$ cat src/rtl/ising_heat_bath_site_update_defines.svh
// ----------------------------------------------------------------------------
// ising heat bath site update: assertion macros
// shared check macros, clocked on clk and disabled while rst_n is low
// ----------------------------------------------------------------------------
`ifndef ISING_HEAT_BATH_SITE_UPDATE_DEFINES_SVH
`define ISING_HEAT_BATH_SITE_UPDATE_DEFINES_SVH

// same-cycle implication
`define IHB_ASSERT_IMP(label, ante, cons, msg) \
    label: assert property (@(posedge clk) disable iff (!rst_n) (ante) |-> (cons)) \
        else $error(msg);

// next-cycle implication
`define IHB_ASSERT_NXT(label, ante, cons, msg) \
    label: assert property (@(posedge clk) disable iff (!rst_n) (ante) |=> (cons)) \
        else $error(msg);

`endif

$ cat src/rtl/ihb_pkg.sv
// ----------------------------------------------------------------------------
// ihb_pkg
// lattice size, field widths, register codes and shared types
// ----------------------------------------------------------------------------
package ihb_pkg;

    localparam int ROWS     = 64;
    localparam int COLS     = 64;
    localparam int ROW_AW   = $clog2(ROWS);
    localparam int COL_AW   = $clog2(COLS);
    localparam int ROW_IN_W = 6;
    localparam int COL_IN_W = 6;
    localparam int WRAP_W   = 19;

    localparam int PROB_W   = 32;
    localparam int NUM_PROB = 5;
    localparam int CNT_W    = 3;

    localparam logic [PROB_W-1:0] HALF_WORD  = 32'h8000_0000;
    localparam logic [PROB_W-1:0] PROB_RESET = 32'h8000_0000;

    localparam int CFG_IDX_W = 3;
    localparam logic [CFG_IDX_W-1:0] CFG_FLIP_PROB_M4 = 3'd0;
    localparam logic [CFG_IDX_W-1:0] CFG_FLIP_PROB_M2 = 3'd1;
    localparam logic [CFG_IDX_W-1:0] CFG_FLIP_PROB_Z0 = 3'd2;
    localparam logic [CFG_IDX_W-1:0] CFG_FLIP_PROB_P2 = 3'd3;
    localparam logic [CFG_IDX_W-1:0] CFG_FLIP_PROB_P4 = 3'd4;

    typedef enum logic [1:0] {
        OP_INIT   = 2'd0,
        OP_UPDATE = 2'd1,
        OP_READ   = 2'd2
    } op_t;

    typedef enum logic [1:0] {
        S_IDLE,
        S_FETCH,
        S_EXEC
    } state_t;

    typedef logic [NUM_PROB-1:0][PROB_W-1:0] prob_tab_t;

    typedef struct packed {
        logic spin;
        logic flipped;
        logic wr;
    } calc_res_t;

    // input index modulo m by restoring reduction, one shifted compare per input bit
    function automatic logic [WRAP_W-1:0] wrap_index(input logic [ROW_IN_W-1:0] v,
                                                     input int unsigned m);
        logic [WRAP_W-1:0] x;
        logic [WRAP_W-1:0] step;
        x = WRAP_W'(v);
        for (int k = ROW_IN_W - 1; k >= 0; k--) begin
            step = WRAP_W'(m) << k;
            if (x >= step) begin
                x = x - step;
            end
        end
        return x;
    endfunction

endpackage

$ cat src/rtl/ihb_cfg_regs.sv
// ----------------------------------------------------------------------------
// ihb_cfg_regs
// flip threshold registers, written through the config channel
// ----------------------------------------------------------------------------
module ihb_cfg_regs (
    input  logic                             clk,
    input  logic                             rst_n,
    input  logic                             cfg_valid,
    input  logic [ihb_pkg::CFG_IDX_W-1:0]    cfg_index,
    input  logic [ihb_pkg::PROB_W-1:0]       cfg_data,
    output ihb_pkg::prob_tab_t               probs
);

    ihb_pkg::prob_tab_t prob_reg;

    always_ff @(posedge clk or negedge rst_n)
    begin
        if (!rst_n)
        begin
            for (int i = 0; i < ihb_pkg::NUM_PROB; i++)
            begin
                prob_reg[i] <= ihb_pkg::PROB_RESET;
            end
        end
        else if (cfg_valid)
        begin
            case (cfg_index)
                ihb_pkg::CFG_FLIP_PROB_M4: prob_reg[0] <= cfg_data;
                ihb_pkg::CFG_FLIP_PROB_M2: prob_reg[1] <= cfg_data;
                ihb_pkg::CFG_FLIP_PROB_Z0: prob_reg[2] <= cfg_data;
                ihb_pkg::CFG_FLIP_PROB_P2: prob_reg[3] <= cfg_data;
                ihb_pkg::CFG_FLIP_PROB_P4: prob_reg[4] <= cfg_data;
                default:
                begin
                end
            endcase
        end
    end

    assign probs = prob_reg;

endmodule

$ cat config.mk
export PLATFORM = sky130hd
export DESIGN_NAME = ihb_cfg_regs
export DESIGN_NICKNAME = d
export VERILOG_FILES = /design/src/rtl/ising_heat_bath_site_update_defines.svh /design/src/rtl/ihb_pkg.sv /design/src/rtl/ihb_cfg_regs.sv
export SDC_FILE = /design/constraint.sdc
export NUM_CORES = 1
export LEC_CHECK = 0
export BUFFER_PORTS_ARGS = -buffer_cell sky130_fd_sc_hd__buf_4
export CORE_AREA = 4 4 156 113
export CTS_CLUSTER_SIZE = 16
export DETAILED_ROUTE_END_ITERATION = 7
export DIE_AREA = 0 0 160 117
export GPL_ROUTABILITY_DRIVEN = 0
export GPL_TIMING_DRIVEN = 0
export PLACE_DENSITY_LB_ADDON = 0.12
export RECOVER_POWER = 25
export SLEW_MARGIN = 25
export SYNTH_ARGS = -nofsm -noshare
export SYNTH_HDL_FRONTEND = slang
export SYNTH_SLANG_ARGS = --single-unit
$ cat constraint.sdc
create_clock -name clk -period 2.1 [get_ports clk]
set_input_delay 0.105 -clock clk [delete_from_list [all_inputs] [get_ports clk]]
set_output_delay 0.105 -clock clk [all_outputs]
set_load 0.02 [all_outputs]
==> flow_summary_export.csv <==
group,metric,value,unit
final_layout,fillers,1348,
synth,async_flop_share,100,%
synth,yosysWarnings,0,
global_routing,grt_start_max_net_pins,96,
floorplan,die_width,160,um
critical_path,critical_path_class,"input port to register",
sta,setup_violations,0,
global_routing,grt_antenna_before_repair,0,
placement,post-dp-hpwl,10300,um
synth,synth_fp_nets,381,
cts,cts.sinks,160,
synth,yosysMostFrequentCell,"dfrtp_1",
sta,final-hold-violation-count,0,
critical_path,path_cells,"clkbuf_1 -> nor4bb_1 -> clkbuf_1 -> clkbuf_1 -> mux2_2",
floorplan,start_util,37.5,%
critical_path,crit_path_frequent_cell,"clkbuf_1",
detailed_routing,drc,0,
run,cap_violations,0,
critical_path,crit_path_end_kind,"register",
critical_path,max_stage_delay,0.62,ns
synth,yosysSeqAreaShare,66.4,%
final_layout,synthToLayoutAreaGrowth,44.4,%
synth,synthTopCellsByArea,"dfrtp_1, mux2_2, buf_6",
floorplan,core_region_area,0.0161,sq mm
sta,totalNegativeSetupSlack,0,ns
final_layout,final_nets,631,
run_status,outcome,"complete, no violations",
sta,relSlewSlack,49.7,%
floorplan,die_area,0.0187,sq mm
min_path,min_path_type,"input port to register",
synth,syn_avg_cell_area,17.6,sq um
global_routing,grt_overflow,0,
placement,detailed_place.area,0.00781,sq mm
final_layout,fin_util,54.1,%
sta,slew_viol_final,0,
detailed_routing,via_per_inst,4.65,
sta,period_minus_slack,1.55,ns
cts,clockBufferDepth,2,
critical_path,cp_slowest_cell,"clkbuf_1",
sta,worst_pin_slew,0.754,ns
cts,clk_pin_slew,0.06,ns
placement,io_buffers,197,
synth,ys_top_cells_by_count,"dfrtp_1, mux2_2, buf_6, mux2_1, buf_2",
final_layout,largest_register_ffs,160,
synth,yosys_register_bits,160,
cts,cts_tree,"done",
sta,clock.fmax,0.644,GHz
power,powerDensity,1180,mW/mm^2
cts,cts-root-buf,"clkbuf_16",
floorplan,rows,39,
cts,cts_buffers,17,
power,leakage,0.00404,uW
power,peakVddDrop,0.533,mV
sta,rsz0062_at_grt,"no",
final_layout,drive_gt1_share,64.1,%
synth,synthDistinctLibCells,9,
floorplan,ios,198,
detailed_routing,routed-via-count,3769,
synth,synth_largest_area_cell,"dfrtp_1",
global_routing,grt_use_total,16.6,%
synth,synth-edff-count,0,
sta,finalCritPeriodShare,73.9,%
global_routing,grt_pass1_wl,23900,um
cts,htreeDepth,4,
synth,syn_inst,343,
critical_path,arrival,1.84,ns
detailed_routing,ant_nets,0,
cts,insertion_delay,0.41,ns
floorplan,dieHeight,117,um
synth,synthFlopType,"dfrtp_1",
critical_path,cp-start-kind,"input port",
global_routing,grt_pass1_vias,4174,
sta,fin_skew,0,ns
critical_path,critPathRequiredTime,2.39,ns
critical_path,cp_max_fo,10,
final_layout,diodes,0,
final_layout,fin_area,0.00872,sq mm
cts,postCtsSetupBuffers,0,
detailed_routing,firstDrtPassIters,4,
synth,synth_area,0.00604,sq mm
detailed_routing,wl_per_cell,18.5,um
detailed_routing,drt_iter0_drc,132,
detailed_routing,totalWireLength,15000,um
synth,synth.top_cell.area_share,64.2,%
## cells by family after synthesis
family                 share of synthesized area (%)
AND/OR/NAND/NOR                                 1.04
buffers and inverters                           2.73
flip-flops                                      66.4
multiplexers                                    29.8
## final timing paths
path                                          endpoint  slack [ns]                   start  cells after the start
worst min register to register  probs[143]$_DFFE_PN0P_        0.48  probs[143]$_DFFE_PN0P_                      1
worst max register to register  probs[150]$_DFFE_PN0P_        1.31  probs[150]$_DFFE_PN0P_                      1
max in group asynchronous        probs[20]$_DFFE_PN0P_        1.04                   rst_n                      3
worst min-delay path             probs[22]$_DFFE_PN0P_        0.14            cfg_index[2]                      3
min in group asynchronous       probs[156]$_DFFE_PN0P_        0.22                   rst_n                      2
worst max-delay path             probs[56]$_DFFE_PN0P_        0.55            cfg_index[1]                      5
## layout make-up
| class | count | area, sq um | area share, % |
|---|---|---|---|
| Sequential cell | 160 | 4010 | 46.0 |
| Multi-Input combinational cell | 165 | 1860 | 21.4 |
| Timing Repair Buffer | 231 | 1840 | 21.1 |
| Clock buffer | 23 | 488 | 5.60 |
| Tap cell | 205 | 256 | 2.94 |
| Buffer | 18 | 135 | 1.55 |
| Clock inverter | 8 | 125 | 1.43 |
## layout by cell type, fill, tap and decap left out, drive strengths merged
cell type	n
buf	206
bufinv	3
clkbuf	33
clkinv	2
clkinvlp	1
dfrtp	155
dfstp	5
dlygate4sd3	33
inv	2
mux2	160
nand4b	1
nor4b	1
nor4bb	3
## stage by stage
| step | setup slack (ns) | power [uW] | std cells | hold WS, ns |
|---|---|---|---|---|
| after floorplan | 0.947 | 5640 | 343 | -0.191 |
| after global placement | 0.136 | 7080 | 745 | 0.357 |
| after detailed placement | 0.569 | 7150 | 746 | 0.0826 |
| after CTS | 0.893 | 10400 | 810 | 0.119 |
| after global routing | 0.445 | 10800 | 810 | 0.129 |
| final | 0.547 | 10300 | 810 | 0.142 |
## where the power goes
part,switching (uW),internal [uW]
Clock,1190,2000
Sequential,368,3780
Combinational,1510,1430
## repair_timing
item | CTS | global route
gates resized for setup | 0 | 0
hold buffers | 33 | 0
hold endpoints to repair | 225 | 0
## critical path, delay by kind of cell
kind / cells / cell delay, ns
buffers and inverters: 3 / 1.04
multiplexers: 1 / 0.41
AND/OR/NAND/NOR: 1 / 0.28
## layer usage
layer	wire, um	share of wire [%]	vias up	track usage [%]
met3	1120	7.4	13	6.13
met1	6560	44	1918	21.1
li1	-	-	1725	-
met5	0	0	-	0
met2	7130	48	113	27.0
met4	167	1.1	0	5.27
Note: power is estimated with default switching activity, not from simulation.
