==> src/rtl/ising_heat_bath_site_update_defines.svh <==
// ----------------------------------------------------------------------------
// ising heat bath site update: assertion macros
// shared check macros, clocked on clk and disabled while rst_n is low
// ----------------------------------------------------------------------------
`ifndef ISING_HEAT_BATH_SITE_UPDATE_DEFINES_SVH
`define ISING_HEAT_BATH_SITE_UPDATE_DEFINES_SVH

// same-cycle implication
`define IHB_ASSERT_IMP(label, ante, cons, msg) \
    label: assert property (@(posedge clk) disable iff (!rst_n) (ante) |-> (cons)) \
        else $error(msg);

// next-cycle implication
`define IHB_ASSERT_NXT(label, ante, cons, msg) \
    label: assert property (@(posedge clk) disable iff (!rst_n) (ante) |=> (cons)) \
        else $error(msg);

`endif

==> src/rtl/ihb_pkg.sv <==
// ----------------------------------------------------------------------------
// ihb_pkg
// lattice size, field widths, register codes and shared types
// ----------------------------------------------------------------------------
package ihb_pkg;

    localparam int ROWS     = 64;
    localparam int COLS     = 64;
    localparam int ROW_AW   = $clog2(ROWS);
    localparam int COL_AW   = $clog2(COLS);
    localparam int ROW_IN_W = 6;
    localparam int COL_IN_W = 6;
    localparam int WRAP_W   = 19;

    localparam int PROB_W   = 32;
    localparam int NUM_PROB = 5;
    localparam int CNT_W    = 3;

    localparam logic [PROB_W-1:0] HALF_WORD  = 32'h8000_0000;
    localparam logic [PROB_W-1:0] PROB_RESET = 32'h8000_0000;

    localparam int CFG_IDX_W = 3;
    localparam logic [CFG_IDX_W-1:0] CFG_FLIP_PROB_M4 = 3'd0;
    localparam logic [CFG_IDX_W-1:0] CFG_FLIP_PROB_M2 = 3'd1;
    localparam logic [CFG_IDX_W-1:0] CFG_FLIP_PROB_Z0 = 3'd2;
    localparam logic [CFG_IDX_W-1:0] CFG_FLIP_PROB_P2 = 3'd3;
    localparam logic [CFG_IDX_W-1:0] CFG_FLIP_PROB_P4 = 3'd4;

    typedef enum logic [1:0] {
        OP_INIT   = 2'd0,
        OP_UPDATE = 2'd1,
        OP_READ   = 2'd2
    } op_t;

    typedef enum logic [1:0] {
        S_IDLE,
        S_FETCH,
        S_EXEC
    } state_t;

    typedef logic [NUM_PROB-1:0][PROB_W-1:0] prob_tab_t;

    typedef struct packed {
        logic spin;
        logic flipped;
        logic wr;
    } calc_res_t;

    // input index modulo m by restoring reduction, one shifted compare per input bit
    function automatic logic [WRAP_W-1:0] wrap_index(input logic [ROW_IN_W-1:0] v,
                                                     input int unsigned m);
        logic [WRAP_W-1:0] x;
        logic [WRAP_W-1:0] step;
        x = WRAP_W'(v);
        for (int k = ROW_IN_W - 1; k >= 0; k--) begin
            step = WRAP_W'(m) << k;
            if (x >= step) begin
                x = x - step;
            end
        end
        return x;
    endfunction

endpackage

==> src/rtl/ihb_site_calc.sv <==
// ----------------------------------------------------------------------------
// ihb_site_calc
// per-site decision: init draw, heat-bath flip or plain read
// ----------------------------------------------------------------------------
module ihb_site_calc (
    input  logic [1:0]                   op,
    input  logic [ihb_pkg::COLS-1:0]     row_bits,
    input  logic [ihb_pkg::COL_AW-1:0]   col,
    input  logic                         up_bit,
    input  logic                         dn_bit,
    input  logic [ihb_pkg::PROB_W-1:0]   rand_word,
    input  ihb_pkg::prob_tab_t           probs,
    output ihb_pkg::calc_res_t           res
);

    logic [ihb_pkg::COL_AW-1:0] col_l;
    logic [ihb_pkg::COL_AW-1:0] col_r;
    logic                       center;
    logic [3:0]                 agree;
    logic [ihb_pkg::CNT_W-1:0]  agree_cnt;
    logic [ihb_pkg::PROB_W-1:0] thresh;
    logic                       flip;

    assign col_l = (col == '0) ? ihb_pkg::COL_AW'(ihb_pkg::COLS - 1)
                               : col - ihb_pkg::COL_AW'(1);
    assign col_r = (col == ihb_pkg::COL_AW'(ihb_pkg::COLS - 1)) ? '0
                               : col + ihb_pkg::COL_AW'(1);
    assign center = row_bits[col];

    // spin times neighbour sum is 2*agree-4, so the table index is the agree count
    assign agree = ~({up_bit, dn_bit, row_bits[col_l], row_bits[col_r]} ^ {4{center}});
    assign agree_cnt = ihb_pkg::CNT_W'(agree[0]) + ihb_pkg::CNT_W'(agree[1])
                     + ihb_pkg::CNT_W'(agree[2]) + ihb_pkg::CNT_W'(agree[3]);

    always_comb
    begin
        case (agree_cnt)
            3'd0:    thresh = probs[0];
            3'd1:    thresh = probs[1];
            3'd2:    thresh = probs[2];
            3'd3:    thresh = probs[3];
            default: thresh = probs[4];
        endcase
    end

    assign flip = rand_word < thresh;

    always_comb
    begin
        case (op)
            ihb_pkg::OP_INIT:
            begin
                res.spin    = (rand_word >= ihb_pkg::HALF_WORD);
                res.flipped = 1'b0;
                res.wr      = 1'b1;
            end
            ihb_pkg::OP_UPDATE:
            begin
                res.spin    = center ^ flip;
                res.flipped = flip;
                res.wr      = flip;
            end
            default:
            begin
                // read, and the unused code behaves as read
                res.spin    = center;
                res.flipped = 1'b0;
                res.wr      = 1'b0;
            end
        endcase
    end

endmodule

==> config.mk <==
export PLATFORM = sky130hd
export DESIGN_NAME = ihb_site_calc
export DESIGN_NICKNAME = d
export VERILOG_FILES = /design/src/rtl/ising_heat_bath_site_update_defines.svh /design/src/rtl/ihb_pkg.sv /design/src/rtl/ihb_site_calc.sv
export SDC_FILE = /design/constraint.sdc
export NUM_CORES = 1
export LEC_CHECK = 0
export ABC_AREA = 0
export ABC_CLOCK_PERIOD_IN_PS = 9700
export BUFFER_PORTS_ARGS = -buffer_cell sky130_fd_sc_hd__buf_4
export CORE_AREA = 2 2 105 107
export DETAILED_ROUTE_END_ITERATION = 10
export DIE_AREA = 0 0 107 109
export PLACE_DENSITY_LB_ADDON = 0.2
export SLEW_MARGIN = 20
export SYNTH_ARGS = -nofsm -noshare
export SYNTH_HDL_FRONTEND = slang
export SYNTH_SLANG_ARGS = --single-unit
==> constraint.sdc <==
create_clock -name vclk -period 9.7
set_input_delay 0.485 -clock vclk [all_inputs]
set_output_delay 0.485 -clock vclk [all_outputs]
set_load 0.01 [all_outputs]
==> summary.txt <==
Final layout
  • Ratio of cells with drive above 1 in the final layout: 45.6%
  • Fillcell total: 1007
  • Area Growth Syn to Fin: 57.2%
  • Nets@finish: 1009
  • Area of the multi-input gates: 3530 sq um
  • Clock buffer count: 0
  • Seq_cells: 0
  • Register area: 0 sq um
  • Final Util: 54.9%
  • Final Cell Area: 5820 sq um
  • ANT cells: 0

Power and ir drop
  • Clock network power share: 0%
  • Switching Fraction: 55.9%
  • Pleak: 2.76 nW
  • PD cells: 272 nW/um^2
  • Seq pwr share: 0%
  • Comb power frac: 100.0%
  • Internal: 699 uW
  • Switching power: 886 uW
  • Peak supply drop: 0.000223 V

Worst setup path
  • WS Path Type: primary input to output pin
  • Delay-heaviest family, CP: simple AND/OR/NAND/NOR gates
  • CP Launch Type: primary input
  • Crit path max fanout: 38
  • Max incr delay on CP: 0.89 ns
  • Crit path depth: 30
  • WP data required: 9.22 ns
  • Slowest stage cell, crit path: and3_1
  • Worst setup startpoint: col[0]
  • Worst Path Arrival: 7.91 ns
  • Crit path to: res[2]
  • Crit path buf inv count: 5
  • CP endpoint kind: output pin

GRT
  • Gr usage total: 24.7%
  • Gr ovfl total: 0
  • M1 GR Usage: 30.8%
  • Vias in the first global route: 4722
  • Top Usage Layer GRT: met2
  • Met3 usage: 3.41%
  • Grt met2 use: 45.9%
  • First-pass GRT wire length: 23400 microns
  • Antenna violations before repair: 0
  • Largest net degree at the start of global routing: 39

STA
  • Tightest Pin Transition: 1.07 ns
  • Fmax: 119 MHz
  • Max-Slew Margin vs Limit: 28.4%
  • Final period util: 86.6%
  • Final setup fails: 0
  • Total negative slack: 0 ns
  • Post-layout worst setup margin: 1.30 ns
  • Slew Limit Fails: 0
  • Tmin final: 8.40 ns
  • RSZ-0062 raised after global routing: no
  • Fin. Hold Viols: 0

Route
  • Routed vias/inst: 5.84
  • Antenna-violating nets left: 0
  • DRT Pass-1 Iters: 5
  • Drc violations: 0
  • Wire per inst: 18.6 microns
  • Iter 0 DRT Violations: 291
  • Final WL: 15700 microns
  • Vias: 4932

Die
  • Initial Utilization: 34.9%
  • Die footprint: 11700 sq um
  • FP Rows: 38
  • Chip Height: 109 microns
  • Die width: 107 microns
  • I/O pins: 269
  • Core area: 10600 sq um

Synthesis
  • Post-synthesis sequential area ratio: 0%
  • Syn nets: 766
  • Post-synthesis cell type count: 40
  • Yosys warnings: 0
  • Post-Syn Instances: 463
  • Syn avg cell area: 8.00 sq um
  • Mapped Area: 3700 sq um

Placed design
  • Detailed placer's ending HPWL: 13100 microns
  • Area after DPL: 5820 sq um
  • PortBufs: 269
  • Dpl ws: 1.38 ns
  • Routability cong.: 0.901

Job
  • Max cap viols: 0

Hold path
  • Hold path cells: 3
  • Worst min path class: primary input to output pin

CTS
  • Cts repair resizes: 0
  • Hold buffers post-CTS: 0
  • # Post-CTS Setup Buffers: 0

Outcome
  • Status: finished clean
-- cell type report --
cell class	count	area share [%]
inverters	8	0.516
well taps	140	3.01
repair buffers	278	35.9
multi-input cells	418	60.6
-- power by group through the flow --
stage / clock network (mW) / logic [mW] / registers, mW
floorplan: 0 / 1.18 / 0
global placement: 0 / 1.55 / 0
detailed placement: 0 / 1.58 / 0
CTS: 0 / 1.59 / 0
global route: 0 / 1.78 / 0
finish: 0 / 1.59 / 0
-- metal layers --
layer | routed length, microns | share of wire, %
met1 | 6080 | 39
met2 | 8070 | 51
met3 | 1340 | 8.5
met4 | 250 | 1.6
met5 | 0 | 0
-- synth_stat cells (10+ instances only) --
master,n,share of area (%)
o21ai_0,47,6.4
buf_2,14,1.9
clkbuf_1,22,2.2
a21oi_1,48,6.5
a22oi_1,34,6.9
nor2_1,13,1.3
mux4_2,37,23
and3_1,10,1.7
nand2_1,44,4.5
ha_1,35,12
a31oi_1,12,2.0
mux2i_1,45,12
nor2b_1,11,1.9
-- stage by stage --
step	hold slack [ns]	total power [mW]	instances
floorplan	1.01	1.18	463
global placement	1.25	1.55	844
detailed placement	1.25	1.58	844
CTS	1.26	1.59	844
global route	1.26	1.78	844
finish	1.26	1.59	844
-- worst min-delay path by stage --
stage / from / end
2_1_floorplan: op[1] / res[0]
3_3_place_gp: op[1] / res[0]
3_5_place_dp: op[0] / res[0]
4_1_cts: op[0] / res[0]
5_1_grt: op[0] / res[0]
6_report: op[1] / res[0]
-- tightest hold or removal path: stages --
cell and delay [ns]:
buf_4 0.10, a21oi_1 0.04, buf_4 0.14
-- placed cells by master, fill, tap and decap left out, drive strengths merged, types with 2 or more instances in the layout --
cell type  count
a22oi         34
o22ai          9
ha            35
a211oi         7
o221ai         8
and3          10
nor2b         11
nor2          13
nand4          7
nor3           5
nand2         44
mux4          37
a221oi         2
or3            2
buf          278
xnor2          5
a31oi         13
fa             2
xor2           7
a21o           9
mux2i         45
o21ai         48
nand3          6
inv            8
o31ai          2
a21oi         48
-- cells by family (layout without fill, tap and decap cells) --
logic type	after synthesis	count (layout)	synth area share, %
AO/OA/AOI/OAI	185	185	31.5
XOR/XNOR	12	12	2.84
adder cells (fa/ha/maj)	37	37	12.9
buffers and inverters	45	286	5.03
multiplexers	82	82	34.7
AND/OR/NAND/NOR	102	102	13.1
Power figures use the tool's default switching activity.
